## config.mk

```make
export PLATFORM = sky130hd
export DESIGN_NAME = cartridge_bank_controller_rtc
export DESIGN_NICKNAME = d
export VERILOG_FILES = /design/src/design/cbc_pkg.sv /design/src/design/cbc_ctrl.sv /design/src/design/cbc_datapath.sv /design/src/design/cartridge_bank_controller_rtc.sv
export SDC_FILE = /design/constraint.sdc
export NUM_CORES = 1
export LEC_CHECK = 0
export BUFFER_PORTS_ARGS = -buffer_cell sky130_fd_sc_hd__buf_2
export CORE_MARGIN = 2
export CORE_UTILIZATION = 58
export DETAILED_ROUTE_END_ITERATION = 7
export HOLD_SLACK_MARGIN = 0.15
export PLACE_DENSITY = 0.79
export RECOVER_POWER = 100
export SETUP_SLACK_MARGIN = 0.5
export SLEW_MARGIN = 20
export SYNTH_ARGS = -nofsm -noshare
export SYNTH_HDL_FRONTEND = slang
export SYNTH_SLANG_ARGS = --single-unit
```

## constraint.sdc

```tcl
create_clock -name clk_i -period 7.75 [get_ports clk_i]
set_clock_uncertainty 0.15 [all_clocks]
set_input_delay 1.9375 -clock clk_i [delete_from_list [all_inputs] [get_ports clk_i]]
set_output_delay 1.9375 -clock clk_i [all_outputs]
set_load 0.02 [all_outputs]
```

## src/design/cbc_pkg.sv

```systemverilog
`timescale 1ns / 1ps
// Shared types and constants of the cartridge bank controller with clock.
// Used by cbc_ctrl, cbc_datapath and the top level; depends on nothing.
package cbc_pkg;

  localparam int unsigned RomBankBits = 7;
  localparam int unsigned RomOffBits  = 14;
  localparam int unsigned RamOffBits  = 13;
  localparam int unsigned AddrBits    = 21;
  localparam int unsigned BusAddrBits = 15;
  localparam int unsigned ByteBits    = 8;
  localparam int unsigned InBits      = 3 + BusAddrBits + ByteBits;
  localparam int unsigned OutBits     = 3 + AddrBits + ByteBits;
  localparam int unsigned InTdataBits  = ((InBits + 7) / 8) * 8;
  localparam int unsigned OutTdataBits = ((OutBits + 7) / 8) * 8;

  localparam logic [7:0] OpenBus    = 8'hFF;
  localparam logic [3:0] EnableKey  = 4'hA;
  localparam logic [7:0] LatchArm   = 8'h00;
  localparam logic [7:0] LatchFire  = 8'h01;
  localparam logic [7:0] DayHiMask  = 8'hC1;
  localparam int unsigned HaltBit   = 6;
  localparam int unsigned CarryBit  = 7;

  typedef enum logic [2:0] {
    OpRomRead  = 3'd0,
    OpRomWrite = 3'd1,
    OpRamRead  = 3'd2,
    OpRamWrite = 3'd3,
    OpTick     = 3'd4
  } op_e;

  typedef enum logic [2:0] {
    KindOpen    = 3'd0,
    KindRomRead = 3'd1,
    KindRamRead = 3'd2,
    KindRamWr   = 3'd3,
    KindClock   = 3'd4
  } kind_e;

  typedef enum logic [1:0] {
    RegionEnable  = 2'd0,
    RegionRomBank = 2'd1,
    RegionRamBank = 2'd2,
    RegionLatch   = 2'd3
  } region_e;

  typedef enum logic [3:0] {
    SelSeconds = 4'd8,
    SelMinutes = 4'd9,
    SelHours   = 4'd10,
    SelDayLow  = 4'd11,
    SelDayHigh = 4'd12
  } clk_sel_e;

  typedef enum logic [1:0] {
    CfgHasClock = 2'd0,
    CfgRomBanks = 2'd1,
    CfgRamBanks = 2'd2
  } cfg_idx_e;

  typedef struct packed {
    logic exec;
  } cbc_cmd_t;

endpackage

```

## src/design/cbc_ctrl.sv

```systemverilog
`timescale 1ns / 1ps
// Handshake sequencer of the cartridge bank controller.
// Depends on cbc_pkg; drives the datapath through cbc_cmd_t.
module cbc_ctrl import cbc_pkg::*; (
  input  logic     clk_i,
  input  logic     rst_ni,
  input  logic     in_valid_i,
  output logic     in_ready_o,
  output logic     out_valid_o,
  input  logic     out_ready_i,
  output cbc_cmd_t cmd_o
);

  typedef enum logic [1:0] {
    StIdle = 2'b01,
    StResp = 2'b10
  } state_e;

  state_e state_q, state_d;

  always_comb begin
    state_d     = state_q;
    in_ready_o  = 1'b0;
    out_valid_o = 1'b0;
    cmd_o       = '0;
    unique case (state_q)
      StIdle: begin
        in_ready_o = 1'b1;
        if (in_valid_i) begin
          cmd_o.exec = 1'b1;
          state_d    = StResp;
        end
      end
      StResp: begin
        out_valid_o = 1'b1;
        if (out_ready_i) begin
          state_d = StIdle;
        end
      end
      default: state_d = StIdle;
    endcase
  end

  always_ff @(posedge clk_i or negedge rst_ni) begin
    if (!rst_ni) begin
      state_q <= StIdle;
    end else begin
      state_q <= state_d;
    end
  end

endmodule

```

## src/design/cbc_datapath.sv

```systemverilog
`timescale 1ns / 1ps
// Bank registers, clock counters, address mapping and result register.
// Depends on cbc_pkg; sequenced by cbc_ctrl through cbc_cmd_t.
module cbc_datapath import cbc_pkg::*; (
  input  logic                    clk_i,
  input  logic                    rst_ni,
  input  cbc_cmd_t                cmd_i,
  input  logic [2:0]              operation_i,
  input  logic [BusAddrBits-1:0]  bus_address_i,
  input  logic [ByteBits-1:0]     write_data_i,
  input  logic                    cfg_we_i,
  input  logic [1:0]              cfg_index_i,
  input  logic [ByteBits-1:0]     cfg_data_i,
  output logic [2:0]              access_kind_o,
  output logic [AddrBits-1:0]     memory_address_o,
  output logic [ByteBits-1:0]     data_out_o
);

  logic                   has_clock_q;
  logic [7:0]             rom_count_q;
  logic [3:0]             ram_count_q;

  logic [RomBankBits-1:0] rom_sel_q, rom_sel_d;
  logic [3:0]             ram_sel_q, ram_sel_d;
  logic                   enable_q, enable_d;
  logic                   armed_q, armed_d;
  logic [5:0]             sec_q, sec_d;
  logic [5:0]             min_q, min_d;
  logic [4:0]             hour_q, hour_d;
  logic [7:0]             dayl_q, dayl_d;
  logic [7:0]             dayh_q, dayh_d;
  logic [7:0]             latch_q [5];
  logic                   do_latch;

  logic [2:0]             kind_q, kind_d;
  logic [AddrBits-1:0]    addr_q, addr_d;
  logic [ByteBits-1:0]    data_q, data_d;

  logic [RomBankBits-1:0]            rom_bank;
  logic [RomBankBits+RomOffBits-1:0] rom_pa;
  logic [RamOffBits+2:0]             ram_pa;
  logic [6:0]                        sec_sum, min_sum;
  logic [5:0]                        hour_sum;
  logic [9:0]                        day_sum;
  logic                              c_sec, c_min, c_hour;
  logic [2:0]                        latch_idx;

  always_comb begin
    rom_bank  = bus_address_i[BusAddrBits-1] ? rom_sel_q : '0;
    rom_pa    = {rom_bank, bus_address_i[RomOffBits-1:0]};
    ram_pa    = {ram_sel_q[2:0], bus_address_i[RamOffBits-1:0]};
    latch_idx = 3'(ram_sel_q - SelSeconds);

    sec_sum  = {1'b0, sec_q} + 7'd1;
    c_sec    = sec_sum >= 7'd60;
    min_sum  = {1'b0, min_q} + {6'd0, c_sec};
    c_min    = min_sum >= 7'd60;
    hour_sum = {1'b0, hour_q} + {5'd0, c_min};
    c_hour   = hour_sum >= 6'd24;
    day_sum  = {1'b0, dayh_q[0], dayl_q} + {9'd0, c_hour};
  end

  always_comb begin
    rom_sel_d = rom_sel_q;
    ram_sel_d = ram_sel_q;
    enable_d  = enable_q;
    armed_d   = armed_q;
    sec_d     = sec_q;
    min_d     = min_q;
    hour_d    = hour_q;
    dayl_d    = dayl_q;
    dayh_d    = dayh_q;
    do_latch  = 1'b0;
    kind_d    = KindOpen;
    addr_d    = '0;
    data_d    = OpenBus;

    unique case (operation_i)
      OpRomRead: begin
        if ({1'b0, rom_bank} < (RomBankBits + 1)'(rom_count_q)) begin
          kind_d = KindRomRead;
          addr_d = AddrBits'(rom_pa);
          data_d = '0;
        end
      end
      OpRomWrite: begin
        unique case (region_e'(bus_address_i[BusAddrBits-1 -: 2]))
          RegionEnable:  enable_d = write_data_i[3:0] == EnableKey;
          RegionRomBank: begin
            rom_sel_d = write_data_i[RomBankBits-1:0];
            if (write_data_i[RomBankBits-1:0] == '0) begin
              rom_sel_d = RomBankBits'(1);
            end
          end
          RegionRamBank: ram_sel_d = write_data_i[3:0];
          RegionLatch: begin
            if (has_clock_q) begin
              if (write_data_i == LatchArm) begin
                armed_d = 1'b1;
              end else if (write_data_i == LatchFire && armed_q) begin
                do_latch = 1'b1;
                armed_d  = 1'b0;
              end
            end
          end
          default: ;
        endcase
      end
      OpRamRead, OpRamWrite: begin
        if (enable_q) begin
          if (!ram_sel_q[3]) begin
            if (ram_sel_q < ram_count_q) begin
              addr_d = AddrBits'(ram_pa);
              if (operation_i == OpRamRead) begin
                kind_d = KindRamRead;
                data_d = '0;
              end else begin
                kind_d = KindRamWr;
                data_d = write_data_i;
              end
            end
          end else if (ram_sel_q <= SelDayHigh && has_clock_q) begin
            kind_d = KindClock;
            if (operation_i == OpRamRead) begin
              data_d = latch_q[latch_idx];
            end else begin
              data_d = write_data_i;
              priority case (ram_sel_q)
                SelSeconds: sec_d  = write_data_i[5:0];
                SelMinutes: min_d  = write_data_i[5:0];
                SelHours:   hour_d = write_data_i[4:0];
                SelDayLow:  dayl_d = write_data_i;
                default:    dayh_d = write_data_i & DayHiMask;
              endcase
            end
          end
        end
      end
      OpTick: begin
        if (has_clock_q && !dayh_q[HaltBit]) begin
          sec_d  = c_sec ? 6'(sec_sum - 7'd60) : sec_sum[5:0];
          min_d  = c_min ? 6'(min_sum - 7'd60) : min_sum[5:0];
          hour_d = c_hour ? 5'(hour_sum - 6'd24) : hour_sum[4:0];
          dayl_d = day_sum[7:0];
          dayh_d = {dayh_q[CarryBit] | day_sum[9], dayh_q[6:1], day_sum[8]};
        end
      end
      default: ;
    endcase
  end

  always_ff @(posedge clk_i or negedge rst_ni) begin
    if (!rst_ni) begin
      has_clock_q <= 1'b0;
      rom_count_q <= 8'd2;
      ram_count_q <= 4'd0;
    end else if (cfg_we_i) begin
      unique case (cfg_index_i)
        CfgHasClock: has_clock_q <= cfg_data_i[0];
        CfgRomBanks: rom_count_q <= cfg_data_i;
        CfgRamBanks: ram_count_q <= cfg_data_i[3:0];
        default: ;
      endcase
    end
  end

  always_ff @(posedge clk_i or negedge rst_ni) begin
    if (!rst_ni) begin
      rom_sel_q <= RomBankBits'(1);
      ram_sel_q <= '0;
      enable_q  <= 1'b0;
      armed_q   <= 1'b0;
      sec_q     <= '0;
      min_q     <= '0;
      hour_q    <= '0;
      dayl_q    <= '0;
      dayh_q    <= '0;
      for (int i = 0; i < 5; i++) begin
        latch_q[i] <= '0;
      end
    end else if (cmd_i.exec) begin
      rom_sel_q <= rom_sel_d;
      ram_sel_q <= ram_sel_d;
      enable_q  <= enable_d;
      armed_q   <= armed_d;
      sec_q     <= sec_d;
      min_q     <= min_d;
      hour_q    <= hour_d;
      dayl_q    <= dayl_d;
      dayh_q    <= dayh_d;
      if (do_latch) begin
        latch_q[0] <= {2'b00, sec_q};
        latch_q[1] <= {2'b00, min_q};
        latch_q[2] <= {3'b000, hour_q};
        latch_q[3] <= dayl_q;
        latch_q[4] <= dayh_q;
      end
    end
  end

  always_ff @(posedge clk_i) begin
    if (cmd_i.exec) begin
      kind_q <= kind_d;
      addr_q <= addr_d;
      data_q <= data_d;
    end
  end

  assign access_kind_o    = kind_q;
  assign memory_address_o = addr_q;
  assign data_out_o       = data_q;

endmodule

```

## src/design/cartridge_bank_controller_rtc.sv

```systemverilog
`timescale 1ns / 1ps
// Top level of the cartridge bank controller with real-time clock.
// Depends on cbc_pkg, cbc_ctrl and cbc_datapath.
//
//   Channel   Direction  Contents
//   s_axis    in         operation, bus_address, write_data
//   m_axis    out        access_kind, memory_address, data_out
//   cfg       in         has_clock, rom_bank_count, ram_bank_count
//
// Each transfer is executed in the accept cycle and its result is held in
// the output register until taken. A new item is accepted in the cycle
// after its result is taken at the earliest.
// Reset restores the bank selects, the clock counters and the latched copy.
// A stalled output holds the input side not ready.
module cartridge_bank_controller_rtc import cbc_pkg::*; (
  input  logic                    clk_i,
  input  logic                    rst_ni,
  input  logic                    s_axis_tvalid,
  output logic                    s_axis_tready,
  // [2:0] operation, [17:3] bus_address, [25:18] write_data, rest zero.
  input  logic [InTdataBits-1:0]  s_axis_tdata,
  output logic                    m_axis_tvalid,
  input  logic                    m_axis_tready,
  // [2:0] access_kind, [23:3] memory_address, [31:24] data_out.
  output logic [OutTdataBits-1:0] m_axis_tdata,
  input  logic                    cfg_we_i,
  input  logic [1:0]              cfg_index_i,
  input  logic [ByteBits-1:0]     cfg_data_i
);

  cbc_cmd_t              cmd;
  logic [2:0]            kind;
  logic [AddrBits-1:0]   maddr;
  logic [ByteBits-1:0]   dout;

  cbc_ctrl u_ctrl (
    .clk_i       (clk_i),
    .rst_ni      (rst_ni),
    .in_valid_i  (s_axis_tvalid),
    .in_ready_o  (s_axis_tready),
    .out_valid_o (m_axis_tvalid),
    .out_ready_i (m_axis_tready),
    .cmd_o       (cmd)
  );

  cbc_datapath u_datapath (
    .clk_i            (clk_i),
    .rst_ni           (rst_ni),
    .cmd_i            (cmd),
    .operation_i      (s_axis_tdata[2:0]),
    .bus_address_i    (s_axis_tdata[3 +: BusAddrBits]),
    .write_data_i     (s_axis_tdata[3+BusAddrBits +: ByteBits]),
    .cfg_we_i         (cfg_we_i),
    .cfg_index_i      (cfg_index_i),
    .cfg_data_i       (cfg_data_i),
    .access_kind_o    (kind),
    .memory_address_o (maddr),
    .data_out_o       (dout)
  );

  assign m_axis_tdata = OutTdataBits'({dout, maddr, kind});

endmodule
```

==> impl_metrics.ini, run 1 <==
[run_status]
status = finished with violations
violations = capacitance limit, slew limit

[clock_network]
cts_resized = 0
cts_tree = built
clkTransAtPathRegs_ns = 0.06
holdBufCountCts = 0
clock_path_buffers = 2
cts_buffers = 17
clkSinkCount = 116
htree_levels = 4
clk-insertion-delay-late_ns = 0.51
post_cts_buffers = 0
clockRootBuffer = clkbuf_8

[route]
vias_per_cell = 6.04
firstDrtPassIters = 5
ant_nets = 0
drt_iter0_markers = 348
wl_per_cell_um = 18.2
vias = 4816
totalWireLength_um = 14500
drc = 0

[setup_path]
reg2regPathDepth = 25
cp.buffers_inverters = 1
crit_top_cell = ha_1
worstSetupPathDepth = 25
crit_type = flop to flop
start_kind = flop
max_stage_delay_ns = 0.56
worst-endpoint-required_ns = 8.02
r2r_slack_ns = 1.74
path_delay_family = adder cells
cp_data_arrival_time_ns = 6.29
cp_slowest_cell = o31ai_1
path_max_fanout = 10
crit_path_end_kind = flop

[timing]
final-hold-violation-count = 0
slew_headroom_pct = -104
tightest_slew_ns = 3.06
fin_crit_ns = 6.01
fmax_ghz = 0.166
drv_slew = 115
fin_crit_sh_pct = 77.6
rsz0062_at_grt = no
finalWorstSetupSlack_ns = 1.74
setup_viol = 0
fin_setup_tns_ns = 0

[placement]
dp_slack_ns = 1.86
dpl.hpwl_um = 9860
place_area_um2 = 6730
gp_congestion = 0.876
port_buffers = 74

[synth]
post-synth-top-area-cell = dfrtp_1
synth_cell_types = 73
syn_area_um2 = 6320
synth-seq-area-share_pct = 48.6
yosys_warnings = 0
synth_area_leaders = dfrtp_1, edfxtp_1, mux2_2
synth_top_area_share_pct = 32.1
synth_edf_count = 32
synth_nets = 643
synth_commonest_cells = dfrtp_1, nand2_1, mux2_2, o21ai_0, edfxtp_1
netlist_instances = 577
ys.flop_type = dfrtp_1
async_reset_ff_share_pct = 72.4
synth-seq-cells = 116
yosysMostFrequentCell = dfrtp_1
avgSynthCellArea_um2 = 10.9

[finish]
area_growth_syn_to_layout_pct = 14.5
final_nets = 711
fin_area_um2 = 7230
diodes = 0
drive_gt1_share_pct = 22.0

[global_route]
overflow = 0
grtUsageTotal_pct = 26.3
grt_pass1_vias = 4815
grt_max_degree = 80
antenna_found_initial = 0
grt_pass1_wl_um = 23500

[power]
powerDensity_nw_per_um2 = 283
p_leak_nw = 3.23
ir_worst_vdd_uv = 176

[worst_hold_path]
hp-class = flop to flop
worstHoldPathCells = 1

[floorplan]
die-width_um = 108
core_area_um2 = 10700
die_area_um2 = 11700
start_util_pct = 58.8
pin_count = 81
die_h_um = 108
num_rows = 38

[run]
drv_cap = 4
per-layer routing:
layer | share of wire, % | track usage [%]
met1 | 40 | 32.6
met2 | 50 | 44.3
met3 | 7.5 | 6.15
met4 | 2.5 | 11.0
met5 | 0 | 0
through the flow:
stage	power (W)	util (%)	cells	hold WS, ns
global placement	0.00127	62.6	765	0.330
global route	0.00215	67.3	798	0.371
floorplan	0.00117	-	577	0.315
finish	0.00205	67.3	798	0.356
detailed placement	0.00130	62.6	765	0.335
CTS	0.00206	68.0	797	0.358
worst paths after layout:
kind,startpoint,end
max,u_datapath.sec_q[0],u_datapath.dayh_q[0]
min,u_datapath.rom_count_q[0],u_datapath.rom_count_q[0]
max reg2reg,u_datapath.sec_q[0],u_datapath.dayh_q[0]
min reg2reg,u_datapath.rom_count_q[0],u_datapath.rom_count_q[0]
max in group asynchronous,rst_ni,u_datapath.latch_q[7]
min in group asynchronous,rst_ni,u_datapath.rom_count_q[5]
power by group:
group | total, W | switching [W] | internal (W)
sequential | 0.000905 | 0.000152 | 0.000754
clock | 0.000751 | 0.000279 | 0.000472
combinational | 0.000389 | 0.000221 | 0.000168
total | 0.00205 | 0.000652 | 0.00139
state kept, by name, indices dropped and copies added (netlist names):
register / cells
u_ctrl.state_q: 2
u_datapath.access_kind_o: 3
u_datapath.armed_q: 1
u_datapath.data_out_o: 8
u_datapath.dayh_q: 3
u_datapath.dayl_q: 8
u_datapath.enable_q: 1
u_datapath.has_clock_q: 1
u_datapath.hour_q: 5
u_datapath.latch_q: 28
u_datapath.memory_address_o: 21
u_datapath.min_q: 6
u_datapath.ram_count_q: 4
u_datapath.ram_sel_q: 4
u_datapath.rom_count_q: 8
u_datapath.rom_sel_q: 7
u_datapath.sec_q: 6
cell usage in the layout (no fill, tap or decap), types with 5 or more instances in the layout:
cell type	instances
a21o_1	8
mux4_2	5
nor2_1	32
edfxtp_1	32
and3_1	15
o21ai_0	34
xnor2_1	6
mux2_2	54
o211ai_1	12
inv_1	21
nand3b_1	5
nand3_1	9
clkbuf_16	18
nor3_1	8
nand2_1	64
o22a_1	7
buf_2	35
nand2b_1	6
nor2b_1	7
clkbuf_1	44
a31oi_1	7
and2_1	8
ha_1	19
a21oi_1	31
nor2b_4	10
dfrtp_1	81
xor2_1	6
final cells by class:
type                       count  area, um^2
fill                         828        3520
sequential                   116        3070
multi-input combinational    411        2990
clock buffer                  22         485
timing repair buffer          78         340
tap                          140         175
clock inverter                10        93.8
inverter                      21        78.8
cells by family (layout without fill, tap and decap cells):
logic type | Yosys count | after routing | share of synthesized area, %
buffers and inverters | 50 | 131 | 3.82
adder cells (fa/ha/maj) | 19 | 19 | 3.76
AND/OR/NAND/NOR | 183 | 183 | 16.0
AO/OA/AOI/OAI | 135 | 135 | 14.3
XOR/XNOR | 12 | 12 | 1.66
flip-flops | 116 | 116 | 48.6
multiplexers | 62 | 62 | 11.9
Power figures use the tool's default switching activity.
==> run 2: changes to the inputs <==
==> constraint.sdc (replaced) <==
create_clock -name clk_i -period 5.74 [get_ports clk_i]
set_clock_uncertainty 0.15 [all_clocks]
set_input_delay 1.435 -clock clk_i [delete_from_list [all_inputs] [get_ports clk_i]]
set_output_delay 1.435 -clock clk_i [all_outputs]
set_load 0.02 [all_outputs]
==> impl_metrics.ini, run 2 (same netlist as run 1, synthesis figures left out) <==
[setup_path]
reg2regPathDepth = 26
r2r_slack_ns = 0.48
cp_data_arrival_time_ns = 5.52
start_kind = flop
r2r_end = u_datapath.dayh_q[7]
worst_r2r_startpoint = u_datapath.sec_q[0]
path_max_fanout = 10
crit_path_end_kind = flop
crit_type = flop to flop
worst-endpoint-required_ns = 6.00

[global_route]
grt_pass1_wl_um = 24300
grtUsageTotal_pct = 27.6
overflow = 0
grt_pass1_vias = 4884
antenna_found_initial = 0
grt_max_degree = 47

[power]
p_seq_share_pct = 42.9
combPwrFrac_pct = 20.9
clock_power_share_pct = 36.2
switching_share_pct = 32.3
power.internal_w = 0.00194
p_leak_nw = 3.27
powerDensity_nw_per_um2 = 387
p_switching_w = 0.000925
ir_worst_vdd_uv = 216

[worst_hold_path]
min_to = u_datapath.rom_count_q[0]
worstHoldPathCells = 1
hp-class = flop to flop
holdCritStartpoint = u_datapath.rom_count_q[0]

[timing]
final-hold-violation-count = 0
fin_crit_ns = 5.26
whs_ns = 0.350
fmax_ghz = 0.190
fin_crit_sh_pct = 91.6
rsz0062_at_grt = yes
drv_slew = 83
fin_setup_tns_ns = 0
tightest_slew_ns = 2.20
finalWorstSetupSlack_ns = 0.482
slew_headroom_pct = -46.6
setup_viol = 0

[route]
vias_per_cell = 6.16
ant_nets = 0
totalWireLength_um = 15400
firstDrtPassIters = 5
vias = 4945
wl_per_cell_um = 19.2
drt_iter0_markers = 444
drc = 0

[finish]
area_growth_syn_to_layout_pct = 17.4
finalNonFillerCells = 803
final_nets = 716
fin_util_pct = 69.0
mostFrequentLayoutCell = dfrtp_1
drive_gt1_share_pct = 25.6
diodes = 0
largest_reg_flops = 28
top_register = u_datapath.latch_q
final_cell_mix = dfrtp_1, nand2_1, mux2_2, clkbuf_1, buf_2

[clock_network]
clkSinkCount = 116
holdBufCountCts = 0
clkTransAtPathRegs_ns = 0.05
cts_buffers = 17
clock_path_buffers = 2
clk-insertion-delay-late_ns = 0.53
htree_levels = 4
cts_tree = built
clockRootBuffer = clkbuf_8

[run_status]
violations = capacitance limit, slew limit
status = finished with violations

[placement]
port_buffers = 74
dp_slack_ns = 0.176
gp_congestion = 0.858
dpl.hpwl_um = 10100
place_inst = 767

[floorplan]
die-width_um = 108
core_area_um2 = 10700
pin_count = 81
die_h_um = 108
start_util_pct = 58.8
num_rows = 38
die_area_um2 = 11700

[run]
drv_cap = 3
==> run 2: cell types whose count changed in the layout (fill, tap and decap cells not counted), sizes merged <==
cell    change
inv         -2
buf         +6
clkinv      +2
clkbuf      -1
==> run 2: worst max-delay path, cell delays in order, from the launching register on <==
cell and delay, ns:
dfrtp_1 0.38, buf_4 0.15, ha_4 0.19, xor2_1 0.15, ha_2 0.19, buf_4 0.14, o2111a_1 0.13, o31a_1 0.32
ha_1 0.26, ha_4 0.21, xor2_1 0.14, ha_1 0.22, nor4b_4 0.15, o31ai_1 0.35, inv_1 0.09, ha_1 0.23
and2_0 0.20, nand2_1 0.08, o21ai_1 0.07, a32o_1 0.21, ha_1 0.20, and3_1 0.21, and3_4 0.19, and3_4 0.18
nand3_1 0.08, a21oi_1 0.07, o32a_1 0.19
==> run 2: cell type report <==
type	count	area, um^2
fillers	786	3330
multi-input cells	411	3110
flip-flops and latches	116	3070
clock buffers	22	507
repair buffers	83	383
well taps	140	175
clock inverters	10	92.6
inverters	21	78.8
==> run 2: per-stage QoR <==
step	area (um^2)	power, W
global placement	6740	0.00173
CTS	7390	0.00284
detailed placement	6740	0.00178
global route	7410	0.00299
finish	7410	0.00287
floorplan	6320	0.00158
==> run 2: worst max path at each step <==
stage / startpoint / end / slack (ns) / depth (start not counted)
detailed placement: u_datapath.sec_q[0] / u_datapath.dayh_q[0] / 0.18 / 26
floorplan: u_datapath.sec_q[0] / u_datapath.dayl_q[6] / 0.65 / 24
finish: u_datapath.sec_q[0] / u_datapath.dayh_q[7] / 0.48 / 26
global route: u_datapath.sec_q[1] / u_datapath.dayh_q[0] / 0.18 / 27
CTS: u_datapath.sec_q[0] / u_datapath.dayh_q[0] / 0.52 / 27
global placement: u_datapath.sec_q[0] / u_datapath.dayl_q[6] / 0.40 / 25
==> run 2: what timing repair did <==
action                                  in CTS  in global routing
buffers inserted                             3                  1
gates cloned                                 0                  0
endpoints found under the setup margin       6                  7
resized for setup                            6                 22
pin swaps                                    1                  5
==> run 2: per-layer routing <==
layer	track usage (%)	routed length [um]	vias to the layer above
li1	-	-	2254
met4	14.2	550	0
met1	33.5	5990	2375
met5	0	0	-
met3	7.29	1320	52
met2	45.4	7540	264
==> run 2: power by group through the flow <==
stage	Clock, W	Combinational [W]	Sequential (W)
global placement	0	0.000526	0.00120
global route	0.00108	0.000662	0.00125
floorplan	0	0.000426	0.00116
detailed placement	0	0.000556	0.00122
finish	0.00104	0.000600	0.00123
CTS	0.00105	0.000581	0.00121
